### src/rtl/core/aam_ram.sv
// Generic simple dual-port RAM: one write port, one read port, registered read.
// Depends on nothing.
module aam_ram #(
  parameter int WIDTH = 32,
  parameter int DEPTH = 16,
  localparam int AW = (DEPTH > 1) ? $clog2(DEPTH) : 1
) (
  input  logic             clk,
  input  logic             we,
  input  logic [AW-1:0]    waddr,
  input  logic [WIDTH-1:0] wdata,
  input  logic [AW-1:0]    raddr,
  output logic [WIDTH-1:0] rdata
);

  logic [WIDTH-1:0] mem_r [DEPTH];
  logic [WIDTH-1:0] rdata_r;

  always_ff @(posedge clk) begin
    if (we) begin
      mem_r[waddr] <= wdata;
    end
    rdata_r <= mem_r[raddr];
  end

  assign rdata = rdata_r;

endmodule

### config.mk
export PLATFORM = sky130hd
export DESIGN_NAME = aam_ram
export DESIGN_NICKNAME = d
export VERILOG_FILES = /design/src/rtl/core/aam_ram.sv
export SDC_FILE = /design/constraint.sdc
export NUM_CORES = 1
export LEC_CHECK = 0
export ABC_AREA = 0
export BUFFER_PORTS_ARGS = -buffer_cell sky130_fd_sc_hd__buf_2
export CAP_MARGIN = 20
export CORE_MARGIN = 2
export CORE_UTILIZATION = 55
export DETAILED_ROUTE_END_ITERATION = 12
export GPL_TIMING_DRIVEN = 1
export PLACE_DENSITY = 0.85
export SYNTH_ARGS = -nofsm -noshare
export SYNTH_HDL_FRONTEND = slang
export SYNTH_SLANG_ARGS = --single-unit
### constraint.sdc
create_clock -name clk -period 3.2 [get_ports clk]
set_clock_uncertainty 0.2 [all_clocks]
set_input_delay 0.16 -clock clk [delete_from_list [all_inputs] [get_ports clk]]
set_output_delay 0.16 -clock clk [all_outputs]
set_load 0.03 [all_outputs]
==> key figures <==
GRT
  – Number of global-route vias before repair: between 10000 and 15000
  – First-pass GRT wire length: about 63000 um
  – GR Overflow Total: 0
  – Largest net degree at the start of global routing: 42
  – Antenna violations before repair: 3
  – Total GRT Usage: around 23%

Floorplanning
  – Chip Width: between 150 and 200 um
  – Die area: about 38000 um2
  – Die height: slightly below 200 um
  – Initial core utilization: between 50% and 60%
  – Io pins: 74
  – Area of the core: 35600 um2
  – Row count: just under 70

Clock network
  – Clock Tree Root: clkbuf_16
  – Clock H-tree levels: 2
  – Clock Tree Buf Depth: 3
  – Clock Sink Count: 544
  – Worst-path clk slew: roughly 70 ps
  – PostCTS Resize Cnt: 0
  – Worst skew pair latency: approximately 570 ps
  – CTS tree: done
  – CTS Buf Count: 52

Route
  – Wire per inst: between 20 and 30 um
  – # DRC: 0
  – Drt total wl: 42400 um
  – Via-per-instance ratio: between 6 and 7
  – DRT Pass-1 Iters: 6
  – Vias: approximately 9500
  – 1st-iter DRT viols: 1144
  – Antenna Nets Post-Route: 0

Critical path
  – Crit path max fanout: 19
  – Critical path class: input port to flip-flop
  – Crit-path slowest cell: nor2b_4
  – CP startpoint kind: input port
  – CP arrival: about 2300 ps
  – Crit Reg-Reg Endpoint: rdata[16]
  – Slack of the worst reg-to-reg path: 1490 ps
  – Critical Path Start: raddr[2]
  – R2R Path Start: mem_r[10][16]
  – Required time worst endpoint: ~3500 ps
  – Crit-path cells: dlygate4sd3_1 > buf_2 > nor2b_4 > buf_4 > a22oi_1 > nand2_1
  – Critical Path End Type: flip-flop
  – Reg2reg path depth: 3
  – Largest stage delay, worst path: 650 ps

STA
  – Max Fclk: between 500 and 600 MHz
  – Final slew viol count: 0
  – Hold Fails Final Rpt: 0
  – Fin crit share: around three fifths
  – Setup TNS: 0 ps
  – Post-layout min period: ~2000 ps
  – Actual slew at the worst max-slew pin: between 1000 and 1500 ps
  – Min Hold Slack: 31.8 ps
  – RSZ-0062 raised after global routing: false
  – Rel. slew slack: roughly 28%
  – Final Worst Setup Slack: 1220 ps
  – Final setup viols: 0

Logic synthesis
  – Top cell type's share of synthesized area: 77.4%
  – Synth area leader: edfxtp_1
  – Yosys cell types: 18
  – Synthesized net count: a little under 900
  – Syn Std Cell Area: slightly below 20000 um2
  – Yosys warns: 0
  – Post-Syn Instances: 838
  – Register area share after synthesis: 80.7%
  – Mapped Avg Cell Area: 23.7 um2
  – #FFs+latches synth: around 540
  – Area contributors post-synth: edfxtp_1 (77%), mux4_2 (15%), dfxtp_1 (3.2%)

Power and ir drop
  – Peak VDD IR: between 0.5 and 0.6 mV
  – Power consumption: between 15 and 20 mW
  – Pint: ~12 mW
  – Power per cell area: 660 nW/um2
  – Leak: 7.53 nW
  – Clk network pwr share: 42.2%
  – Logic pwr share: 5.4%
  – Sequential power share: about 52%
  – Switching power total: 3.23 mW
  – Sw Ratio: a little over a fifth

Placed design
  – GPL Wtd Cong: between 0.7 and 0.8
  – Placed insts: around 1400
  – Port bufs: 73
  – Pre-CTS setup slack: approximately 950 ps
  – Detailed-placement wirelength estimate: around 21000 um

Hold path
  – HP Class: input port to flip-flop
  – Hold endpoint: rdata[18]
  – Hold Path Cell Cnt: 4
  – HP Start: raddr[3]

Final layout
  – Share of layout cells above drive strength 1: between 30% and 40%
  – Final Net Count: between 1000 and 1500
  – Layout Area Growth over Synthesis: 16.8%
  – Layout Cells excl Fill: between 1000 and 1500
  – Fillers: around 2200

Job
  – Max Cap Violations: 0

Outcome
  – Status: complete, no violations
routing by layer:
layer,share of wire [%],routed length (um),vias up,global-route usage [%]
li1,-,-,3880,-
met1,36,15300,4920,29.3
met2,53,22300,557,39.6
met3,8.1,3420,112,4.07
met4,3.2,1370,0,8.73
met5,0,0,-,0
synth_stat cells (all sizes together):
library cell	count
edfxtp	512
mux4	128
a22oi	64
nand2	33
dfxtp	32
buf	26
clkbuf	17
nor2	13
nor3	4
nand2b	2
nand3b	2
nor2b	2
and2	1
nand3	1
or3b	1
power groups by stage:
stage          registers, mW  logic, mW  clock network, mW
3_3_place_gp            8.15      0.759                  0
6_report                8.01      0.824               6.45
3_5_place_dp            8.16      0.785                  0
5_1_grt                 8.02      0.876               6.78
4_1_cts                 8.02      0.830               6.51
2_1_floorplan           8.25      0.383                  0
repair_timing:
item                                   in CTS  in global routing
setup buffers                               0                  0
hold buffers                               33                  0
endpoints found under the hold margin     516                  0
layout make-up:
type	count	area (um2)	area share, %
Clock buffer	55	1330	5.75
Multi-Input combinational cell	251	3770	16.3
Sequential cell	544	16000	69.1
Timing Repair Buffer	136	1010	4.34
Antenna cell	3	7.51	0.0324
Clock inverter	43	474	2.05
Tap cell	461	577	2.49
critical path: cells and delay by family:
family / cells / cell delay (ps)
buffers and inverters: 3 / 1120
AO/OA/AOI/OAI: 1 / 130
AND/OR/NAND/NOR: 2 / 840
worst max path at each step:
stage | depth (start not counted) | end
6_report | 6 | rdata[31]
5_1_grt | 6 | rdata[31]
4_1_cts | 6 | rdata[31]
3_5_place_dp | 4 | mem_r[1][26]
3_3_place_gp | 4 | mem_r[1][26]
2_1_floorplan | 2 | mem_r[12][0]
sequential cells by signal, indices dropped and copies added, names as in the netlist:
signal  cells
rdata      32
mem_r     512
cell usage in the layout, fill, tap and decap left out, types with 6 or more instances in the layout:
| cell | synthesis | routed |
|---|---|---|
| edfxtp_1 | 512 | 512 |
| mux4_2 | 128 | 128 |
| buf_2 | 4 | 71 |
| a22oi_1 | 64 | 64 |
| clkbuf_16 | 0 | 53 |
| nand2_1 | 33 | 33 |
| dlygate4sd3_1 | 0 | 33 |
| dfxtp_1 | 32 | 32 |
| buf_4 | 11 | 25 |
| nor2_4 | 0 | 13 |
| clkinv_2 | 0 | 12 |
| clkinv_1 | 0 | 9 |
| bufinv_16 | 0 | 9 |
| buf_12 | 0 | 6 |
cells by family (layout without fill, tap and decap cells):
kind of cell,count (synthesis),in the layout,share of synthesized area (%)
AOI/OAI and AO/OA,64,64,2.42
other,0,3,0
muxes,128,128,14.5
DFF,544,544,80.7
buffers and inverters,43,234,1.12
and+or+nand+nor,59,59,1.27
through the flow:
stage          util (%)  instance area (um2)
6_report           65.2                23200
5_1_grt            65.2                23200
4_1_cts            65.2                23200
3_5_place_dp       59.1                21000
3_3_place_gp       59.1                21000
2_1_floorplan         -                19900
Note: power is estimated with default switching activity, not from simulation.
