**config.mk**
```make
export PLATFORM = sky130hd
export DESIGN_NAME = aam_ctrl
export DESIGN_NICKNAME = d
export VERILOG_FILES = /design/src/rtl/core/aam_pkg.sv /design/src/rtl/core/aam_ctrl.sv
export SDC_FILE = /design/constraint.sdc
export NUM_CORES = 2
export LEC_CHECK = 0
export BUFFER_PORTS_ARGS = -buffer_cell sky130_fd_sc_hd__buf_2
export CAP_MARGIN = 20
export CORE_UTILIZATION = 60
export CTS_CLUSTER_DIAMETER = 30
export DETAILED_ROUTE_END_ITERATION = 10
export MAX_ROUTING_LAYER = met4
export PLACE_DENSITY = 0.81
export SLEW_MARGIN = 25
export SYNTH_ARGS = -nofsm -noshare
export SYNTH_HDL_FRONTEND = slang
export SYNTH_SLANG_ARGS = --single-unit
export TNS_END_PERCENT = 1
```
**constraint.sdc**
```tcl
create_clock -name clk -period 9.5 [get_ports clk]
set_input_delay 0 -clock clk [delete_from_list [all_inputs] [get_ports clk]]
set_output_delay 0 -clock clk [all_outputs]
set_load 0.02 [all_outputs]
```
**src/rtl/core/aam_pkg.sv**
```systemverilog
// Shared types and constants of the array address mapper.
// Depends on nothing; used by aam_ctrl, array_address_mapper, aam_checker and the testbench.
package aam_pkg;

  localparam int WORD_W         = 32;
  localparam int KIND_W         = 2;
  localparam int ID_PORT_W      = 4;
  localparam int DIM_W          = 4;
  localparam int MAX_ARRAYS_DEF = 16;
  localparam int MAX_DIMS_DEF   = 10;

  localparam logic [KIND_W-1:0] KIND_HEADER = 2'd0;
  localparam logic [KIND_W-1:0] KIND_BOUND  = 2'd1;
  localparam logic [KIND_W-1:0] KIND_REF    = 2'd2;

  // one entry per array id
  typedef struct packed {
    logic [WORD_W-1:0] base;
    logic [WORD_W-1:0] size;
    logic [DIM_W-1:0]  dims;
    logic [WORD_W-1:0] origin;
  } desc_t;

  // one entry per (array id, dimension)
  typedef struct packed {
    logic [WORD_W-1:0] low;
    logic [WORD_W-1:0] high;
    logic [WORD_W-1:0] stride;
  } dim_t;

endpackage

```
**src/rtl/core/aam_ctrl.sv**
```systemverilog
// Sequencer and datapath of the array address mapper: decode, stride walk,
// index multiply-accumulate and defined marks. Uses aam_pkg; drives two aam_ram.
module aam_ctrl import aam_pkg::*; #(
  parameter int MAX_ARRAYS = MAX_ARRAYS_DEF,
  parameter int MAX_DIMS   = MAX_DIMS_DEF,
  localparam int ID_W   = (MAX_ARRAYS > 1) ? $clog2(MAX_ARRAYS) : 1,
  localparam int SLOTS  = MAX_ARRAYS * MAX_DIMS,
  localparam int SLOT_W = (SLOTS > 1) ? $clog2(SLOTS) : 1
) (
  input  logic                 clk,
  input  logic                 rst_n,
  input  logic                 start,
  output logic                 busy,
  input  logic [KIND_W-1:0]    in_kind,
  input  logic [ID_PORT_W-1:0] in_array_id,
  input  logic [WORD_W-1:0]    in_base_address,
  input  logic [WORD_W-1:0]    in_element_size,
  input  logic [DIM_W-1:0]     in_dim_count,
  input  logic [WORD_W-1:0]    in_lower_bound,
  input  logic [WORD_W-1:0]    in_upper_bound,
  input  logic [WORD_W-1:0]    in_index_value,
  output logic                 out_valid,
  output logic [ID_PORT_W-1:0] out_result_array_id,
  output logic [WORD_W-1:0]    out_element_address,
  output logic [ID_W-1:0]      desc_raddr,
  input  desc_t                desc_rdata,
  output logic                 desc_we,
  output logic [ID_W-1:0]      desc_waddr,
  output desc_t                desc_wdata,
  output logic [SLOT_W-1:0]    dim_raddr,
  input  dim_t                 dim_rdata,
  output logic                 dim_we,
  output logic [SLOT_W-1:0]    dim_waddr,
  output dim_t                 dim_wdata
);

  typedef enum logic [2:0] {
    S_IDLE, S_HDR, S_BND, S_IDX, S_WRD, S_WLD, S_WACC, S_WFIN
  } state_t;

  state_t              state_r;
  logic [ID_W-1:0]     id_r;
  logic [WORD_W-1:0]   base_r;
  logic [WORD_W-1:0]   size_r;
  logic [DIM_W-1:0]    dims_r;
  logic [WORD_W-1:0]   low_r;
  logic [WORD_W-1:0]   high_r;
  logic [WORD_W-1:0]   index_r;
  logic [DIM_W-1:0]    pos_r;
  logic [DIM_W-1:0]    bnd_pos_r;
  logic [DIM_W-1:0]    idx_pos_r;
  logic [WORD_W-1:0]   sum_r;
  logic [WORD_W-1:0]   stride_r;
  logic [WORD_W-1:0]   origin_r;
  logic [DIM_W-1:0]    walk_j_r;
  logic [SLOT_W-1:0]   slot_r;
  logic                defined_r [MAX_ARRAYS];
  logic                out_valid_r;
  logic [ID_PORT_W-1:0] out_id_r;
  logic [WORD_W-1:0]   out_addr_r;

  logic                accept;
  logic                id_ok;
  logic [ID_W-1:0]     id_in;
  logic [DIM_W-1:0]    bnd_eff;
  logic [DIM_W-1:0]    idx_eff;
  logic [DIM_W-1:0]    pos_sel;
  logic [SLOT_W-1:0]   slot_in;
  logic [DIM_W-1:0]    dims_clamp;
  logic [DIM_W-1:0]    pos_inc;
  logic [WORD_W-1:0]   sum_base;
  logic [WORD_W-1:0]   addr_new;

  assign busy    = (state_r != S_IDLE);
  assign accept  = start && !busy;
  assign id_ok   = (32'(in_array_id) < MAX_ARRAYS);
  assign id_in   = ID_W'(in_array_id);
  assign bnd_eff = (32'(bnd_pos_r) >= MAX_DIMS) ? '0 : bnd_pos_r;
  assign idx_eff = (32'(idx_pos_r) >= MAX_DIMS) ? '0 : idx_pos_r;
  assign pos_sel = (in_kind == KIND_BOUND) ? bnd_eff : idx_eff;
  assign slot_in = SLOT_W'(32'(id_in) * MAX_DIMS + 32'(pos_sel));

  assign dims_clamp = (in_dim_count == '0) ? DIM_W'(1) :
                      (32'(in_dim_count) > MAX_DIMS) ? DIM_W'(MAX_DIMS) : in_dim_count;

  assign pos_inc  = DIM_W'(pos_r + 1'b1);
  assign sum_base = (pos_r == '0) ? desc_rdata.origin : sum_r;
  assign addr_new = sum_base + index_r * dim_rdata.stride;

  assign desc_raddr = id_in;
  assign dim_raddr  = (state_r == S_IDLE) ? slot_in : slot_r;

  always_comb begin
    desc_we    = 1'b0;
    desc_waddr = id_r;
    desc_wdata = '{base: base_r, size: size_r, dims: dims_r, origin: origin_r};
    dim_we     = 1'b0;
    dim_waddr  = slot_r;
    dim_wdata  = '{low: low_r, high: high_r, stride: dim_rdata.stride};
    unique case (state_r)
      S_HDR: begin
        desc_we = 1'b1;
      end
      S_BND: begin
        dim_we = 1'b1;
      end
      S_WLD: begin
        dim_we    = 1'b1;
        dim_wdata = '{low: dim_rdata.low, high: dim_rdata.high, stride: stride_r};
      end
      S_WFIN: begin
        desc_we = 1'b1;
      end
      default: begin
      end
    endcase
  end

  always_ff @(posedge clk) begin
    if (!rst_n) begin
      state_r     <= S_IDLE;
      bnd_pos_r   <= '0;
      idx_pos_r   <= '0;
      sum_r       <= '0;
      out_valid_r <= 1'b0;
      for (int i = 0; i < MAX_ARRAYS; i++) begin
        defined_r[i] <= 1'b0;
      end
    end else begin
      out_valid_r <= 1'b0;
      unique case (state_r)
        S_IDLE: begin
          if (accept) begin
            id_r    <= id_in;
            base_r  <= in_base_address;
            size_r  <= in_element_size;
            dims_r  <= dims_clamp;
            low_r   <= in_lower_bound;
            high_r  <= in_upper_bound;
            index_r <= in_index_value;
            pos_r   <= pos_sel;
            slot_r  <= slot_in;
            if (id_ok) begin
              unique case (in_kind)
                KIND_HEADER: begin
                  defined_r[id_in] <= 1'b0;
                  bnd_pos_r        <= '0;
                  state_r          <= S_HDR;
                end
                KIND_BOUND: begin
                  state_r <= S_BND;
                end
                KIND_REF: begin
                  if (defined_r[id_in]) begin
                    state_r <= S_IDX;
                  end
                end
                default: begin
                end
              endcase
            end
          end
        end
        S_HDR: begin
          state_r <= S_IDLE;
        end
        S_BND: begin
          if (pos_inc >= desc_rdata.dims) begin
            bnd_pos_r <= '0;
            base_r    <= desc_rdata.base;
            size_r    <= desc_rdata.size;
            dims_r    <= desc_rdata.dims;
            origin_r  <= desc_rdata.base;
            stride_r  <= desc_rdata.size;
            walk_j_r  <= DIM_W'(desc_rdata.dims - 1'b1);
            slot_r    <= SLOT_W'(32'(id_r) * MAX_DIMS + 32'(desc_rdata.dims) - 1);
            state_r   <= S_WRD;
          end else begin
            bnd_pos_r <= pos_inc;
            state_r   <= S_IDLE;
          end
        end
        S_IDX: begin
          if (pos_inc >= desc_rdata.dims) begin
            out_valid_r <= 1'b1;
            out_id_r    <= ID_PORT_W'(id_r);
            out_addr_r  <= addr_new;
            idx_pos_r   <= '0;
            sum_r       <= '0;
          end else begin
            idx_pos_r <= pos_inc;
            sum_r     <= addr_new;
          end
          state_r <= S_IDLE;
        end
        S_WRD: begin
          state_r <= S_WLD;
        end
        S_WLD: begin
          low_r   <= dim_rdata.low;
          high_r  <= dim_rdata.high - dim_rdata.low + 1'b1;
          state_r <= S_WACC;
        end
        S_WACC: begin
          origin_r <= origin_r - stride_r * low_r;
          stride_r <= stride_r * high_r;
          if (walk_j_r == '0) begin
            state_r <= S_WFIN;
          end else begin
            walk_j_r <= walk_j_r - 1'b1;
            slot_r   <= slot_r - 1'b1;
            state_r  <= S_WRD;
          end
        end
        S_WFIN: begin
          defined_r[id_r] <= 1'b1;
          state_r         <= S_IDLE;
        end
        default: begin
          state_r <= S_IDLE;
        end
      endcase
    end
  end

  assign out_valid           = out_valid_r;
  assign out_result_array_id = out_id_r;
  assign out_element_address = out_addr_r;

  a_out_from_idx: assert property (@(posedge clk) disable iff (!rst_n)
    out_valid_r |-> $past(state_r == S_IDX))
    else $error("result strobe without an index step");

  a_idx_pos_range: assert property (@(posedge clk) disable iff (!rst_n)
    32'(idx_pos_r) < MAX_DIMS)
    else $error("index position out of range");

  a_walk_defines: assert property (@(posedge clk) disable iff (!rst_n)
    (state_r == S_WFIN) |=> defined_r[id_r])
    else $error("finished descriptor not marked defined");

  a_no_idle_write: assert property (@(posedge clk) disable iff (!rst_n)
    !((state_r == S_IDLE) && (dim_we || desc_we)))
    else $error("memory write while idle");

endmodule

```
==> results by group <==
Synthesis
  • Synth top area cells: sky130_fd_sc_hd__fa_1 38%, sky130_fd_sc_hd__edfxtp_1 13%, sky130_fd_sc_hd__ha_1 9.0%, sky130_fd_sc_hd__nand2_1 8.4%, sky130_fd_sc_hd__inv_1 8.1%
  • Synth Area in Simple Gates: 0.1779
  • Compound-gate portion of the synthesized area: 0.04901
  • Synth top area share: 0.3849
  • Cell Area, Synth: 0.06730 mm2
  • Mux share of post-synthesis cell area: 0.01015
  • Average instance area after synthesis: 9.101 um2
  • Leading cell type by number of instances after synthesis: sky130_fd_sc_hd__nand2_1
  • Gate count of the mapped netlist: 7395
  • Number of storage elements in the synthesis netlist: 344
  • Share of the yosys chip area belonging to registers: 0.1446
  • Number of unique standard cell types used by synthesis: 72
  • Mapped Nets: 9544
  • Commonest register cell after synthesis: sky130_fd_sc_hd__edfxtp_1
  • Xor-xnor portion of the synthesized cell area: 0.03971
  • Synth warnings: 0
  • Async set or reset register ratio after synthesis: 0
  • Number of flops mapped to enable cells by yosys: 284
  • Cell taking the most area after synthesis: sky130_fd_sc_hd__fa_1
  • Main combinational cell family by area after synthesis: adder cells
  • Commonest cells post-synth: 1502 x sky130_fd_sc_hd__nand2_1, 1455 x sky130_fd_sc_hd__inv_1, 1294 x sky130_fd_sc_hd__fa_1, 800 x sky130_fd_sc_hd__and2_1, 486 x sky130_fd_sc_hd__ha_1
  • Fraction of the mapped netlist area in adder cells: 0.4753

Worst hold path
  • Worst hold-check path type: in -> reg
  • Hold path depth: 2
  • HP Start: in_index_value[17]
  • Endpoint of the worst hold-timing path: index_r[17]

Routing
  • Post-detailed-route count of antenna-violating nets: 0
  • Detailed-route vias per instance: 5.821
  • Top routing layer in use: met4
  • Number of DRC violations after detailed-routing iteration 0: 5594
  • Final WL: 241000 um
  • Met2 wire length: 103200 um
  • Total via count in the routed design: 57140
  • Remaining DRCs: 0
  • Wl on met1: 83740 um
  • Final routed wire length divided by cell count: 24.55 um
  • Pre-antenna DRT Iters: 10
  • Met3 wire length: 35340 um

Clock tree
  • Total number of clock tree sinks: 344
  • TritonCTS buffer count: 98
  • Clk slew on worst S/H paths: 0.05 ns
  • TritonCTS clock tree: yes
  • Clock latency on the worst-skew pair: 0.72 ns
  • Clock tree root buffer cell: sky130_fd_sc_hd__clkbuf_16
  • H-tree depth: 3
  • Setup repair bufs after CTS: 0
  • Clk buf depth: 3

Finish
  • Share of cells above drive strength 1: 0.1160
  • Total non-filler cell area in the finished layout: 0.07907 mm2
  • Combined area of the multi-input logic cells: 0.05068 mm2
  • Fin nets: 10350
  • Number of fill cells in the layout: 7955
  • P&R area growth vs syn: 17.50%
  • FF/Latch Area: 0.009729 mm2
  • Final core area utilization: 0.7126

Setup path
  • Type of the worst setup path: reg -> reg
  • R2R Setup Slk: 1.21 ns
  • Sort of element at the start of the critical path: flip-flop
  • Endpoint required time on the critical path: 9.90 ns
  • Length in cells of the worst reg-to-reg path: 24
  • Capture instance of the worst register-to-register path: origin_r[31]
  • Crit. End Element: flip-flop
  • Startpoint of the worst register-to-register path: stride_r[9]
  • CP Max Fanout: 15
  • Worst path arrival time: 8.69 ns

Place
  • Cell area after placement: 0.07176 mm2
  • Port Buffer Count: 628
  • DPL Wire Length: 182400 um
  • Global placement routability congestion: 1.007
  • Setup WS pre-CTS: 1.362 ns

Floorplanning
  • Core region area: 0.1110 mm2
  • Number of top-level pins: 629
  • Die Y-Extent: 336.9 um
  • Initial core utilization: 0.6064
  • Std cell rows: 122
  • Die outline width: 336.9 um
  • Die Area: 0.1135 mm2

Global routing
  • Antenna violations before repair: 40
  • Combined global-route utilization of all metal layers: 0.4487
  • Total grt overflow: 0
  • Pin count of the biggest net entering global routing: 91
  • Global-route wire length before repair: 363600 um
  • Number of global-route vias before repair: 61080

Timing
  • Setup total negative slack: 0 ns
  • Final count of pins violating max slew: 0
  • Number of failing hold endpoints at the final stage: 0
  • Setup slack of the critical path after layout: 1.206 ns
  • Slew at the pin with the worst max-slew slack: 1.148 ns
  • Headroom to the max-slew limit: 0.2148
  • Number of setup violations in the final report: 0
  • Unrepaired setup endpoints after global routing: no
  • Top achievable clock speed: 120.6 MHz
  • Fraction of the cycle the final worst path needs: 0.8731
  • Final critical path time including I/O delays and setup: 8.294 ns
  • Clock skew after layout: 0.08694 ns

Status
  • Result of the run: finished clean

Flow run
  • # Max-Cap Violations: 0
[through the flow]
stage | hold WS, ns | instances
6_report | 0.02526 | 9816
5_1_grt | 0.05195 | 9812
4_1_cts | 0.002703 | 9770
3_5_place_dp | 0.1781 | 9218
3_3_place_gp | 0.1765 | 9214
2_1_floorplan | 0.09887 | 7395
[flip-flops by register name, indices dropped and copies added, names as in the netlist, 8 cells and up]
name,cells
stride_r,32
defined_r,16
origin_r,32
index_r,32
base_r,32
dim_waddr,8
low_r,32
out_element_address,32
sum_r,32
size_r,32
high_r,32
[area by class of cell]
class                      count  area share
clock inverter                75     0.01188
clock buffer                 107     0.03169
multi-input combinational   5202      0.6410
antenna                       42    0.001329
inverter                    1455     0.06907
sequential                   344      0.1230
tap                         1488     0.02354
timing repair buffer        1103     0.09848
[logic make-up after synthesis]
| group | Yosys count |
|---|---|
| and+or+nand+nor | 2554 |
| buffers and inverters | 1849 |
| adders and majority gates | 1780 |
| AOI/OAI and AO/OA | 507 |
| DFF | 344 |
| xor gates and xnor gates | 302 |
| muxes | 59 |
[critical path, cell delays in order, from the launching register on]
cell	delay (ns)
sky130_fd_sc_hd__edfxtp_1	1.08
sky130_fd_sc_hd__buf_4	0.36
sky130_fd_sc_hd__nand2_1	0.09
sky130_fd_sc_hd__fa_1	0.51
sky130_fd_sc_hd__inv_1	0.05
sky130_fd_sc_hd__fa_1	0.49
sky130_fd_sc_hd__inv_1	0.07
sky130_fd_sc_hd__fa_1	0.50
sky130_fd_sc_hd__inv_1	0.07
sky130_fd_sc_hd__fa_1	0.58
sky130_fd_sc_hd__ha_1	0.17
sky130_fd_sc_hd__inv_1	0.04
sky130_fd_sc_hd__ha_1	0.30
sky130_fd_sc_hd__fa_1	0.55
sky130_fd_sc_hd__inv_1	0.05
sky130_fd_sc_hd__fa_1	0.49
sky130_fd_sc_hd__inv_1	0.06
sky130_fd_sc_hd__ha_1	0.33
sky130_fd_sc_hd__nand3_1	0.20
sky130_fd_sc_hd__o31a_1	0.37
sky130_fd_sc_hd__o2111ai_1	0.58
sky130_fd_sc_hd__a31oi_1	0.24
sky130_fd_sc_hd__o21ai_0	0.51
sky130_fd_sc_hd__xnor2_1	0.19
sky130_fd_sc_hd__o21ai_1	0.08
[per-layer routing]
layer	global-route usage	vias to the layer above
met3	0.1714	1062
met1	0.5298	28110
li1	-	23850
met5	-	-
met4	0.2914	0
met2	0.6397	4115
[timing repair]
action | CTS | global route
hold buffers | 370 | 0
hold endpoints to repair | 281 | 0
resized for setup | 0 | 0
[layout by cell type (no fill, tap or decap), types with 98 or more instances in the layout]
| master | n |
|---|---|
| sky130_fd_sc_hd__a21oi_1 | 104 |
| sky130_fd_sc_hd__and2_1 | 800 |
| sky130_fd_sc_hd__buf_2 | 628 |
| sky130_fd_sc_hd__clkbuf_16 | 98 |
| sky130_fd_sc_hd__dlygate4sd3_1 | 370 |
| sky130_fd_sc_hd__edfxtp_1 | 284 |
| sky130_fd_sc_hd__fa_1 | 1294 |
| sky130_fd_sc_hd__ha_1 | 486 |
| sky130_fd_sc_hd__inv_1 | 1454 |
| sky130_fd_sc_hd__nand2_1 | 1500 |
| sky130_fd_sc_hd__o21ai_0 | 141 |
| sky130_fd_sc_hd__xnor2_1 | 223 |
[worst max path at each step]
stage | cells past startpoint | slack, ns | endpoint | start
after global placement | 28 | 1.46 | sum_r[26] | pos_r[0]
after CTS | 27 | 1.26 | sum_r[26] | pos_r[0]
after global routing | 28 | 0.80 | sum_r[29] | pos_r[0]
after floorplan | 30 | 1.56 | sum_r[29] | pos_r[0]
final | 24 | 1.21 | origin_r[31] | stride_r[9]
after detailed placement | 27 | 1.36 | sum_r[26] | pos_r[0]
Power is left out: the tool's default activity adds up to more than one toggle a clock period on the data nets, which glitch-free logic cannot reach.
